[src/sv/uprs_pkg.sv]
// Package for the uniform polyline resampler.
// Holds widths, limits and the sequencer state type; no dependencies.
`timescale 1ns / 1ps

package uprs_pkg;

  localparam int CoordW      = 32;
  localparam int SpacingW    = 31;
  localparam int LenW        = 33;
  localparam int RadW        = 66;
  localparam int RemW        = 35;
  localparam int DirBits     = 30;
  localparam int QW          = DirBits + 1;
  localparam int UsedW       = 34;
  localparam int MulAW       = 32;
  localparam int MulBW       = 17;
  localparam int ProdW       = MulAW + MulBW;
  localparam int CntW        = 6;
  localparam int MaxSamples  = 63;
  localparam int RootSteps   = RadW / 2;
  localparam int DivSteps    = QW;

  localparam logic [SpacingW-1:0] SpacingReset = SpacingW'(65536);

  typedef enum logic [7:0] {
    ST_IDLE  = 8'b0000_0001,
    ST_SQR   = 8'b0000_0010,
    ST_ROOT  = 8'b0000_0100,
    ST_DIV   = 8'b0000_1000,
    ST_CNT   = 8'b0001_0000,
    ST_GEN   = 8'b0010_0000,
    ST_FIN   = 8'b0100_0000,
    ST_FLUSH = 8'b1000_0000
  } state_e;

endpackage

[src/sv/uprs_mul.sv]
// Shared registered multiplier of the resampler, 32 x 17 bits unsigned.
// Depends on uprs_pkg for operand widths.
`timescale 1ns / 1ps

module uprs_mul (
  input  logic                        clk_i,
  input  logic [uprs_pkg::MulAW-1:0]  a_i,
  input  logic [uprs_pkg::MulBW-1:0]  b_i,
  output logic [uprs_pkg::ProdW-1:0]  p_o
);
  import uprs_pkg::*;

  logic [ProdW-1:0] p_q;

  always_ff @(posedge clk_i) begin
    p_q <= ProdW'(a_i) * ProdW'(b_i);
  end

  assign p_o = p_q;

endmodule

[src/sv/uniform_polyline_resampler_unit.sv]
// Top level of the uniform polyline resampler: sequencer, sqrt, divider and output stage.
// Depends on uprs_pkg and uprs_mul.
//
//  channel  | handshake                   | payload
//  ---------+-----------------------------+------------------------------------------
//  in       | in_valid_i / in_ready_o     | point_x_i, point_y_i, last_point_i
//  out      | out_valid_o / out_ready_i   | res_x_o, res_y_o, run_end_o,
//           |                             | path_end_o, overflow_o
//  cfg      | cfg_we_i                    | cfg_wdata_i (sample_spacing)
//
// After acceptance a segment vertex runs squaring, sqrt, the divider per axis, count pass,
// sample generation, finish and flush; a zero-length segment leaves the divider for finish.
// The sqrt retires one bit a cycle, the divider one bit a cycle per axis, each sample uses
// the shared multiplier 4 times. First vertex and pass-through go from idle to finish.
// in_ready_o is high only when idle. A result held in the pending or output register
// stalls the sequencer until taken. Reset clears control state and loads spacing with 1.0 m.
`timescale 1ns / 1ps

module uniform_polyline_resampler_unit (
  input  logic                              clk_i,
  input  logic                              rst_ni,
  input  logic                              in_valid_i,
  output logic                              in_ready_o,
  input  logic signed [uprs_pkg::CoordW-1:0] point_x_i,
  input  logic signed [uprs_pkg::CoordW-1:0] point_y_i,
  input  logic                              last_point_i,
  output logic                              out_valid_o,
  input  logic                              out_ready_i,
  output logic signed [uprs_pkg::CoordW-1:0] res_x_o,
  output logic signed [uprs_pkg::CoordW-1:0] res_y_o,
  output logic                              run_end_o,
  output logic                              path_end_o,
  output logic                              overflow_o,
  input  logic                              cfg_we_i,
  input  logic [uprs_pkg::SpacingW-1:0]     cfg_wdata_i
);
  import uprs_pkg::*;

  state_e state_q, state_d;

  logic [SpacingW-1:0] spacing_q;
  logic                started_q;
  logic signed [CoordW-1:0] prev_x_q, prev_y_q, cur_x_q, cur_y_q;
  logic signed [CoordW-1:0] emit_x_q, emit_y_q;
  logic                last_q;
  logic [SpacingW-1:0] owed_q, new_owed_q;
  logic [CoordW-1:0]   ax_q, ay_q;
  logic                negx_q, negy_q;
  logic [RadW-1:0]     acc_q;
  logic [RemW-1:0]     rem_q;
  logic [LenW-1:0]     len_q;
  logic [QW-1:0]       qx_q, qy_q, qt_q;
  logic                axis_q;
  logic [2:0]          sub_q;
  logic [CntW-1:0]     stp_q, cnt_q, idx_q;
  logic [UsedW-1:0]    used_q;
  logic                ovf_q;
  logic signed [CoordW-1:0] sx_q, sy_q;

  logic signed [CoordW-1:0] pend_x_q, pend_y_q;
  logic                pend_v_q;
  logic signed [CoordW-1:0] out_x_q, out_y_q;
  logic                out_v_q, out_re_q, out_pe_q, out_ovf_q;

  logic [MulAW-1:0]    mul_a;
  logic [MulBW-1:0]    mul_b;
  logic [ProdW-1:0]    prod;

  uprs_mul u_mul (
    .clk_i (clk_i),
    .a_i   (mul_a),
    .b_i   (mul_b),
    .p_o   (prod)
  );

  // push / flush into the pending and output registers
  logic push_req, flush_req, out_free, push_done, flush_done, move;
  logic signed [CoordW-1:0] push_x, push_y;

  logic in_acc;
  assign in_acc     = in_valid_i && (state_q == ST_IDLE);
  assign in_ready_o = (state_q == ST_IDLE);

  // input differences
  logic signed [CoordW:0] dx, dy, adx, ady;
  assign dx  = {point_x_i[CoordW-1], point_x_i} - {prev_x_q[CoordW-1], prev_x_q};
  assign dy  = {point_y_i[CoordW-1], point_y_i} - {prev_y_q[CoordW-1], prev_y_q};
  assign adx = dx[CoordW] ? -dx : dx;
  assign ady = dy[CoordW] ? -dy : dy;

  // sqrt step
  logic [RemW+1:0] rt_t, rt_trial;
  logic            rt_ge;
  assign rt_t     = {rem_q, acc_q[RadW-1 -: 2]};
  assign rt_trial = (RemW+2)'({len_q, 2'b01});
  assign rt_ge    = rt_t >= rt_trial;

  // divider step
  logic [RemW-1:0] dv_t;
  logic            dv_ge;
  assign dv_t  = (stp_q == '0) ? RemW'(axis_q ? ay_q : ax_q) : {rem_q[RemW-2:0], 1'b0};
  assign dv_ge = dv_t >= RemW'(len_q);

  // count pass
  logic [SpacingW-1:0] owed_cur;
  logic [UsedW-1:0]    nxt;
  logic                fits;
  logic [LenW-1:0]     left;
  assign owed_cur = (cnt_q == '0) ? owed_q : spacing_q;
  assign nxt      = used_q + UsedW'(owed_cur);
  assign fits     = nxt <= UsedW'(len_q);
  assign left     = len_q - used_q[LenW-1:0];

  // sample offset
  logic [63:0]            psum, prnd;
  logic [CoordW-1:0]      off;
  logic signed [CoordW:0] base, along;
  logic                   neg;
  assign psum  = acc_q[63:0] + 64'({prod, 17'b0});
  assign prnd  = psum + (64'd1 << (DirBits - 1));
  assign off   = prnd[DirBits +: CoordW];
  assign neg   = (sub_q == 3'd2) ? negx_q : negy_q;
  assign base  = (sub_q == 3'd2) ? {prev_x_q[CoordW-1], prev_x_q}
                                 : {prev_y_q[CoordW-1], prev_y_q};
  assign along = neg ? base - $signed({1'b0, off}) : base + $signed({1'b0, off});

  logic smp_diff, fin_diff;
  assign smp_diff = (sx_q != emit_x_q) || (sy_q != emit_y_q);
  assign fin_diff = (cur_x_q != emit_x_q) || (cur_y_q != emit_y_q);

  always_comb begin
    mul_a = '0;
    mul_b = '0;
    if (state_q == ST_SQR) begin
      mul_a = sub_q[1] ? ay_q : ax_q;
      mul_b = sub_q[0] ? MulBW'((sub_q[1] ? ay_q : ax_q) >> MulBW)
                       : (sub_q[1] ? ay_q[MulBW-1:0] : ax_q[MulBW-1:0]);
    end else if (state_q == ST_GEN) begin
      mul_a = MulAW'(sub_q[1] ? qy_q : qx_q);
      mul_b = sub_q[0] ? MulBW'(used_q[LenW-1:MulBW]) : used_q[MulBW-1:0];
    end
  end

  always_comb begin
    push_req  = 1'b0;
    flush_req = 1'b0;
    push_x    = point_x_i;
    push_y    = point_y_i;
    unique case (state_q)
      ST_IDLE: begin
        push_req = in_acc && (!started_q || spacing_q == '0);
      end
      ST_GEN: begin
        push_req = (sub_q == 3'd5) && smp_diff;
        push_x   = sx_q;
        push_y   = sy_q;
      end
      ST_FIN: begin
        push_req = last_q && fin_diff;
        push_x   = cur_x_q;
        push_y   = cur_y_q;
      end
      ST_FLUSH: flush_req = 1'b1;
      default: ;
    endcase
  end

  assign out_free   = !out_v_q || out_ready_i;
  assign push_done  = push_req && (!pend_v_q || out_free);
  assign flush_done = flush_req && (!pend_v_q || out_free);
  assign move       = pend_v_q && out_free && (push_req || flush_req);

  always_comb begin
    state_d = state_q;
    unique case (state_q)
      ST_IDLE: if (in_acc) begin
        state_d = (!started_q || spacing_q == '0) ? ST_FIN : ST_SQR;
      end
      ST_SQR:   if (sub_q == 3'd4) state_d = ST_ROOT;
      ST_ROOT:  if (stp_q == CntW'(RootSteps - 1)) state_d = ST_DIV;
      ST_DIV: begin
        if (len_q == '0) state_d = ST_FIN;
        else if (axis_q && stp_q == CntW'(DivSteps - 1)) state_d = ST_CNT;
      end
      ST_CNT: begin
        if (!fits || cnt_q == CntW'(MaxSamples)) begin
          state_d = (cnt_q == '0) ? ST_FIN : ST_GEN;
        end
      end
      ST_GEN: begin
        if (sub_q == 3'd5 && (!smp_diff || push_done) && idx_q == cnt_q - 1'b1) begin
          state_d = ST_FIN;
        end
      end
      ST_FIN:   if (!push_req || push_done) state_d = ST_FLUSH;
      ST_FLUSH: if (flush_done) state_d = ST_IDLE;
      default:  state_d = ST_IDLE;
    endcase
  end

  always_ff @(posedge clk_i or negedge rst_ni) begin
    if (!rst_ni) begin
      state_q    <= ST_IDLE;
      spacing_q  <= SpacingReset;
      started_q  <= 1'b0;
      prev_x_q   <= '0;
      prev_y_q   <= '0;
      emit_x_q   <= '0;
      emit_y_q   <= '0;
      owed_q     <= '0;
      new_owed_q <= '0;
      pend_v_q   <= 1'b0;
      out_v_q    <= 1'b0;
      ovf_q      <= 1'b0;
      sub_q      <= '0;
      stp_q      <= '0;
      cnt_q      <= '0;
      idx_q      <= '0;
      axis_q     <= 1'b0;
    end else begin
      state_q <= state_d;
      if (cfg_we_i) spacing_q <= cfg_wdata_i;

      if (move) begin
        out_v_q   <= 1'b1;
        out_x_q   <= pend_x_q;
        out_y_q   <= pend_y_q;
        out_re_q  <= flush_req;
        out_pe_q  <= flush_req && last_q;
        out_ovf_q <= ovf_q;
      end else if (out_ready_i) begin
        out_v_q <= 1'b0;
      end
      if (push_done) begin
        pend_v_q <= 1'b1;
        pend_x_q <= push_x;
        pend_y_q <= push_y;
        emit_x_q <= push_x;
        emit_y_q <= push_y;
      end else if (flush_done) begin
        pend_v_q <= 1'b0;
      end

      unique case (state_q)
        ST_IDLE: if (in_acc) begin
          cur_x_q <= point_x_i;
          cur_y_q <= point_y_i;
          last_q  <= last_point_i;
          ovf_q   <= 1'b0;
          ax_q    <= adx[CoordW-1:0];
          ay_q    <= ady[CoordW-1:0];
          negx_q  <= dx[CoordW];
          negy_q  <= dy[CoordW];
          acc_q   <= '0;
          sub_q   <= '0;
          if (!started_q) begin
            started_q  <= 1'b1;
            new_owed_q <= spacing_q;
          end else if (spacing_q == '0) begin
            new_owed_q <= owed_q;
          end else begin
            owed_q     <= (owed_q == '0) ? spacing_q : owed_q;
            new_owed_q <= (owed_q == '0) ? spacing_q : owed_q;
          end
        end
        ST_SQR: begin
          sub_q <= sub_q + 3'd1;
          if (sub_q != 3'd0) begin
            acc_q <= acc_q + (sub_q[0] ? RadW'(prod) : RadW'({prod, 17'b0}));
          end
          rem_q <= '0;
          len_q <= '0;
          stp_q <= '0;
        end
        ST_ROOT: begin
          acc_q <= {acc_q[RadW-3:0], 2'b00};
          rem_q <= rt_ge ? RemW'(rt_t - rt_trial) : RemW'(rt_t);
          len_q <= {len_q[LenW-2:0], rt_ge};
          stp_q <= (stp_q == CntW'(RootSteps - 1)) ? '0 : stp_q + 1'b1;
          axis_q <= 1'b0;
        end
        ST_DIV: begin
          rem_q <= dv_ge ? dv_t - RemW'(len_q) : dv_t;
          qt_q  <= {qt_q[QW-2:0], dv_ge};
          if (stp_q == CntW'(DivSteps - 1)) begin
            stp_q <= '0;
            axis_q <= 1'b1;
            if (axis_q) qy_q <= {qt_q[QW-2:0], dv_ge};
            else qx_q <= {qt_q[QW-2:0], dv_ge};
          end else begin
            stp_q <= stp_q + 1'b1;
          end
          used_q <= '0;
          cnt_q  <= '0;
        end
        ST_CNT: begin
          if (fits && cnt_q != CntW'(MaxSamples)) begin
            cnt_q  <= cnt_q + 1'b1;
            used_q <= nxt;
          end else begin
            if (fits) begin
              ovf_q      <= 1'b1;
              new_owed_q <= spacing_q;
            end else begin
              new_owed_q <= owed_cur - left[SpacingW-1:0];
            end
            used_q <= UsedW'(owed_q);
            idx_q  <= '0;
            sub_q  <= '0;
          end
        end
        ST_GEN: begin
          unique case (sub_q) inside
            3'd1, 3'd3: begin
              acc_q <= RadW'(prod);
              sub_q <= sub_q + 3'd1;
            end
            3'd2: begin
              sx_q  <= along[CoordW-1:0];
              sub_q <= sub_q + 3'd1;
            end
            3'd4: begin
              sy_q  <= along[CoordW-1:0];
              sub_q <= sub_q + 3'd1;
            end
            3'd5: begin
              if (!smp_diff || push_done) begin
                sub_q  <= '0;
                idx_q  <= idx_q + 1'b1;
                used_q <= used_q + UsedW'(spacing_q);
              end
            end
            default: sub_q <= sub_q + 3'd1;
          endcase
        end
        ST_FLUSH: if (flush_done) begin
          prev_x_q <= cur_x_q;
          prev_y_q <= cur_y_q;
          owed_q   <= new_owed_q;
          if (last_q) started_q <= 1'b0;
        end
        default: ;
      endcase
    end
  end

  assign out_valid_o = out_v_q;
  assign res_x_o     = out_x_q;
  assign res_y_o     = out_y_q;
  assign run_end_o   = out_re_q;
  assign path_end_o  = out_pe_q;
  assign overflow_o  = out_ovf_q;

  a_idle_no_pend: assert property (@(posedge clk_i) disable iff (!rst_ni)
    (state_q == ST_IDLE) |-> !pend_v_q)
    else $error("pending result left over while idle");

  a_cnt_limit: assert property (@(posedge clk_i) disable iff (!rst_ni)
    cnt_q <= CntW'(MaxSamples))
    else $error("sample count beyond limit");

  a_ovf_full: assert property (@(posedge clk_i) disable iff (!rst_ni)
    (ovf_q && state_q == ST_GEN) |-> (cnt_q == CntW'(MaxSamples)))
    else $error("overflow without full sample count");

  a_gen_len: assert property (@(posedge clk_i) disable iff (!rst_ni)
    (state_q == ST_GEN) |-> (len_q != '0 && cnt_q != '0))
    else $error("sample generation on empty segment");

  a_path_run: assert property (@(posedge clk_i) disable iff (!rst_ni)
    (out_v_q && out_pe_q) |-> out_re_q)
    else $error("path end without run end");

endmodule

[config.mk]
export PLATFORM = sky130hd
export DESIGN_NAME = uniform_polyline_resampler_unit
export DESIGN_NICKNAME = d
export VERILOG_FILES = /design/src/sv/uprs_pkg.sv /design/src/sv/uprs_mul.sv /design/src/sv/uniform_polyline_resampler_unit.sv
export SDC_FILE = /design/constraint.sdc
export NUM_CORES = 2
export LEC_CHECK = 0
export BUFFER_PORTS_ARGS = -buffer_cell sky130_fd_sc_hd__buf_2
export CAP_MARGIN = 20
export CORE_MARGIN = 2
export CORE_UTILIZATION = 36
export DETAILED_ROUTE_END_ITERATION = 16
export PLACE_DENSITY_LB_ADDON = 0.1
export SLEW_MARGIN = 20
export SYNTH_ARGS = -nofsm -noshare
export SYNTH_HDL_FRONTEND = slang
export SYNTH_SLANG_ARGS = --single-unit
[constraint.sdc]
create_clock -name clk_i -period 18 [get_ports clk_i]
set_clock_uncertainty 0.05 [all_clocks]
set_input_delay 1.8 -clock clk_i [delete_from_list [all_inputs] [get_ports clk_i]]
set_output_delay 1.8 -clock clk_i [all_outputs]
set_load 0.02 [all_outputs]
==> summary.md <==
| Metric | Value |
|---|---|
| Status | `finished clean` |
| Hpwl dp | `225.2 mm` |
| Unrepaired setup endpoints after global routing | `no` |
| Final TNS setup | `0 ps` |
| Pre-CTS setup slack | `8115 ps` |
| Vias per std cell | `5.525` |
| Top Ports | `170` |
| CTS tree | `yes` |
| First DRT Iteration DRCs | `4988` |
| Largest area contributor in the netlist | `edfxtp_1` |
| Initial antenna violation count | `7` |
| Setup Fix Bufs, Post-CTS | `0` |
| Post-Syn Area per Cell | `9.432 um2` |
| Syn-to-layout area delta | `10.88%` |
| CTS sink count | `890` |
| Final nets | `9449` |
| Synth Register Bits | `890` |
| Fin. max-slew vios | `0` |
| Hold slack | `365.9 ps` |
| Slew HR | `16.27%` |
| Core Region | `214000 um2` |
| Critical path fanouts, max | `67` |
| Cell mode on critical path | `fa_1` |
| Leak Pwr | `36.44 nW` |
| Grt total ovfl | `0` |
| H-tree levels | `3` |
| PostCTS Resize Cnt | `0` |
| Longest Clk Path Bufs | `3` |
| Clock transition at path regs | `60 ps` |
| Max-cap viol count | `0` |
| Commonest non-fill, non-tap cell in the layout | `nand2_1` |
| DRC violations left | `0` |
| # rows | `170` |
| First-pass GRT wire length | `422.1 mm` |
| Hold buffers post-CTS | `0` |
| Synth top area share | `22.78%` |
| Gpl congestion | `0.9391` |
| Area of the die | `218300 um2` |
| Placed Area | `81730 um2` |
| PwrDens | `152.7 nW/um2` |
| Initial Util | `36.10%` |
| Setup CP Type | `flop to flop` |
| CP endpoint kind | `flop` |
| Routed WL per cell | `25.55 um` |
| Seq/Total Area, Yosys | `32.31%` |
| Die Wd | `467.2 um` |
| CP arrival | `10620 ps` |
| Fmax | `99.92 MHz` |
| Min cycle time layout | `10010 ps` |
| Share of layout cells above drive strength 1 | `8.543%` |
| First-pass DRT Iterations | `6` |
| Worst slew pin tran | `1246 ps` |
| Hold Violations, Final | `0` |
| Mapped cell area | `77250 um2` |
| Skew-Pair Late Insertion Delay | `840 ps` |
| Mapped Cells | `8190` |
| Main flop type after synthesis | `edfxtp_1` |
| Total CTS buffers | `108` |
| Die Y | `467.2 um` |
| Period Utilization, post-route | `55.60%` |
| Fin area | `85650 um2` |
| Vias post-DR | `62000` |
| Commonest cells after routing, fill and taps aside | `924 x nand2_1, 893 x inv_1, 586 x edfxtp_1, 577 x ha_1, 571 x nor2_1` |
| GRT Overall Usage | `25.96%` |
| Post-route ant nets | `0` |
| Root Driver | `clkbuf_16` |
| Total Wirelength | `286.7 mm` |
| Port Buf Inserts | `169` |
| Startpoint Class | `flop` |
| Worst EP required | `18610 ps` |
| Final setup viols | `0` |
| Synth Net Count | `9354` |
| Largest net degree at the start of global routing | `87` |
| Pwr Total | `13.08 mW` |
| Critical Path Slowest Stage Cell | `o311ai_1` |
| Number of synthesized flops with an enable pin | `586` |
| Synth warn | `0` |
| Cell variety after synth | `93` |
| Worst path max stage delay | `660 ps` |
| HP Class | `flop to flop` |
| Vias in the first global route | `62220` |
| Worst VDD drop | `0.09860 mV` |
| Setup ws final | `7992 ps` |
| Ranking of synthesized cells by area | `edfxtp_1 23%, fa_1 13%, ha_1 9.3%` |
| Async SR Flop Fraction | `28.65%` |
## per-layer routing
layer  vias to the layer above  share of wire, %  track usage (%)
li1                      28670                 -                -
met4                         0               3.8            8.866
met5                         -                 0                0
met2                      1842                46            42.34
met1                     31080                45            35.66
met3                       406               4.9            2.989
## final timing paths
| path | from | end | slack (ps) | cells after the start |
|---|---|---|---|---|
| max | state_q[1] | u_mul.p_o[48] | 7990 | 30 |
| min | pend_y_q[22] | res_y_o[22] | 370 | 0 |
| max reg2reg | state_q[1] | u_mul.p_o[48] | 7990 | 30 |
| min reg2reg | pend_y_q[22] | res_y_o[22] | 370 | 0 |
| max in group asynchronous | rst_ni | prev_x_q[2] | 14560 | 3 |
| min in group asynchronous | rst_ni | new_owed_q[25] | 1030 | 1 |
## cell usage after synthesis (44+ instances only)
| library cell | instances |
|---|---|
| and3_1 | 44 |
| a31oi_1 | 66 |
| dfrtp_1 | 253 |
| dfxtp_1 | 49 |
| mux2i_1 | 173 |
| xnor2_1 | 403 |
| nor2b_1 | 89 |
| a22oi_1 | 122 |
| nor2_1 | 578 |
| fa_1 | 486 |
| nand3_1 | 87 |
| nand4_1 | 91 |
| and2_1 | 87 |
| mux2_2 | 145 |
| edfxtp_1 | 586 |
| xor2_1 | 171 |
| o21a_1 | 83 |
| o22ai_1 | 83 |
| clkbuf_1 | 254 |
| ha_1 | 577 |
| nor4_1 | 45 |
| nand2b_1 | 65 |
| buf_1 | 46 |
| o21ai_0 | 456 |
| a21oi_1 | 464 |
| inv_1 | 893 |
| a211oi_1 | 45 |
| o21bai_1 | 53 |
| a21o_1 | 243 |
| o22a_1 | 47 |
| nand2_1 | 926 |
| nor3_1 | 76 |
## power breakdown
part | total, mW | internal (mW) | switching (mW)
registers | 3.20 | 2.76 | 0.443
logic | 7.50 | 2.67 | 4.82
clock network | 2.38 | 1.38 | 1.00
total | 13.1 | 6.81 | 6.27
## flip-flops by register name (all words and copies together), names as in the netlist, 33 cells and up
signal,count
acc_q,66
u_mul.p_o,49
rem_q,35
used_q,34
len_q,33
## area by class of cell
class | count | area (um2)
Sequential cell | 890 | 24970
Clock inverter | 55 | 696.9
Antenna cell | 3 | 7.507
Fill cell | 21330 | 128300
Inverter | 895 | 3359
Multi-Input combinational cell | 6101 | 48110
Clock buffer | 151 | 3184
Tap cell | 2838 | 3551
Timing Repair Buffer | 289 | 1777
## cells by family after synthesis
group | after synthesis | share of synthesized area [%]
AND/OR/NAND/NOR | 2199 | 12.88
AO/OA/AOI/OAI | 1947 | 16.17
buffers and inverters | 1199 | 5.832
adder cells (fa/ha/maj) | 1063 | 21.94
flip-flops | 890 | 32.31
XOR/XNOR | 574 | 6.508
multiplexers | 318 | 4.355
## critical path, delay by kind of cell, from the launching register on
kind | cells | cell delay, ps
adders and majority gates | 7 | 3650
DFF | 1 | 400
buffers and inverters | 6 | 1440
and+or+nand+nor | 10 | 2110
xor gates and xnor gates | 1 | 70
AOI/OAI and AO/OA | 6 | 2030
## through the flow
stage / utilization, % / cells
2_1_floorplan: - / 8190
3_3_place_gp: 38.19 / 11010
3_5_place_dp: 38.19 / 11010
4_1_cts: 40.01 / 11220
5_1_grt: 40.03 / 11220
6_report: 40.03 / 11220
Note: power is estimated with default switching activity, not from simulation.
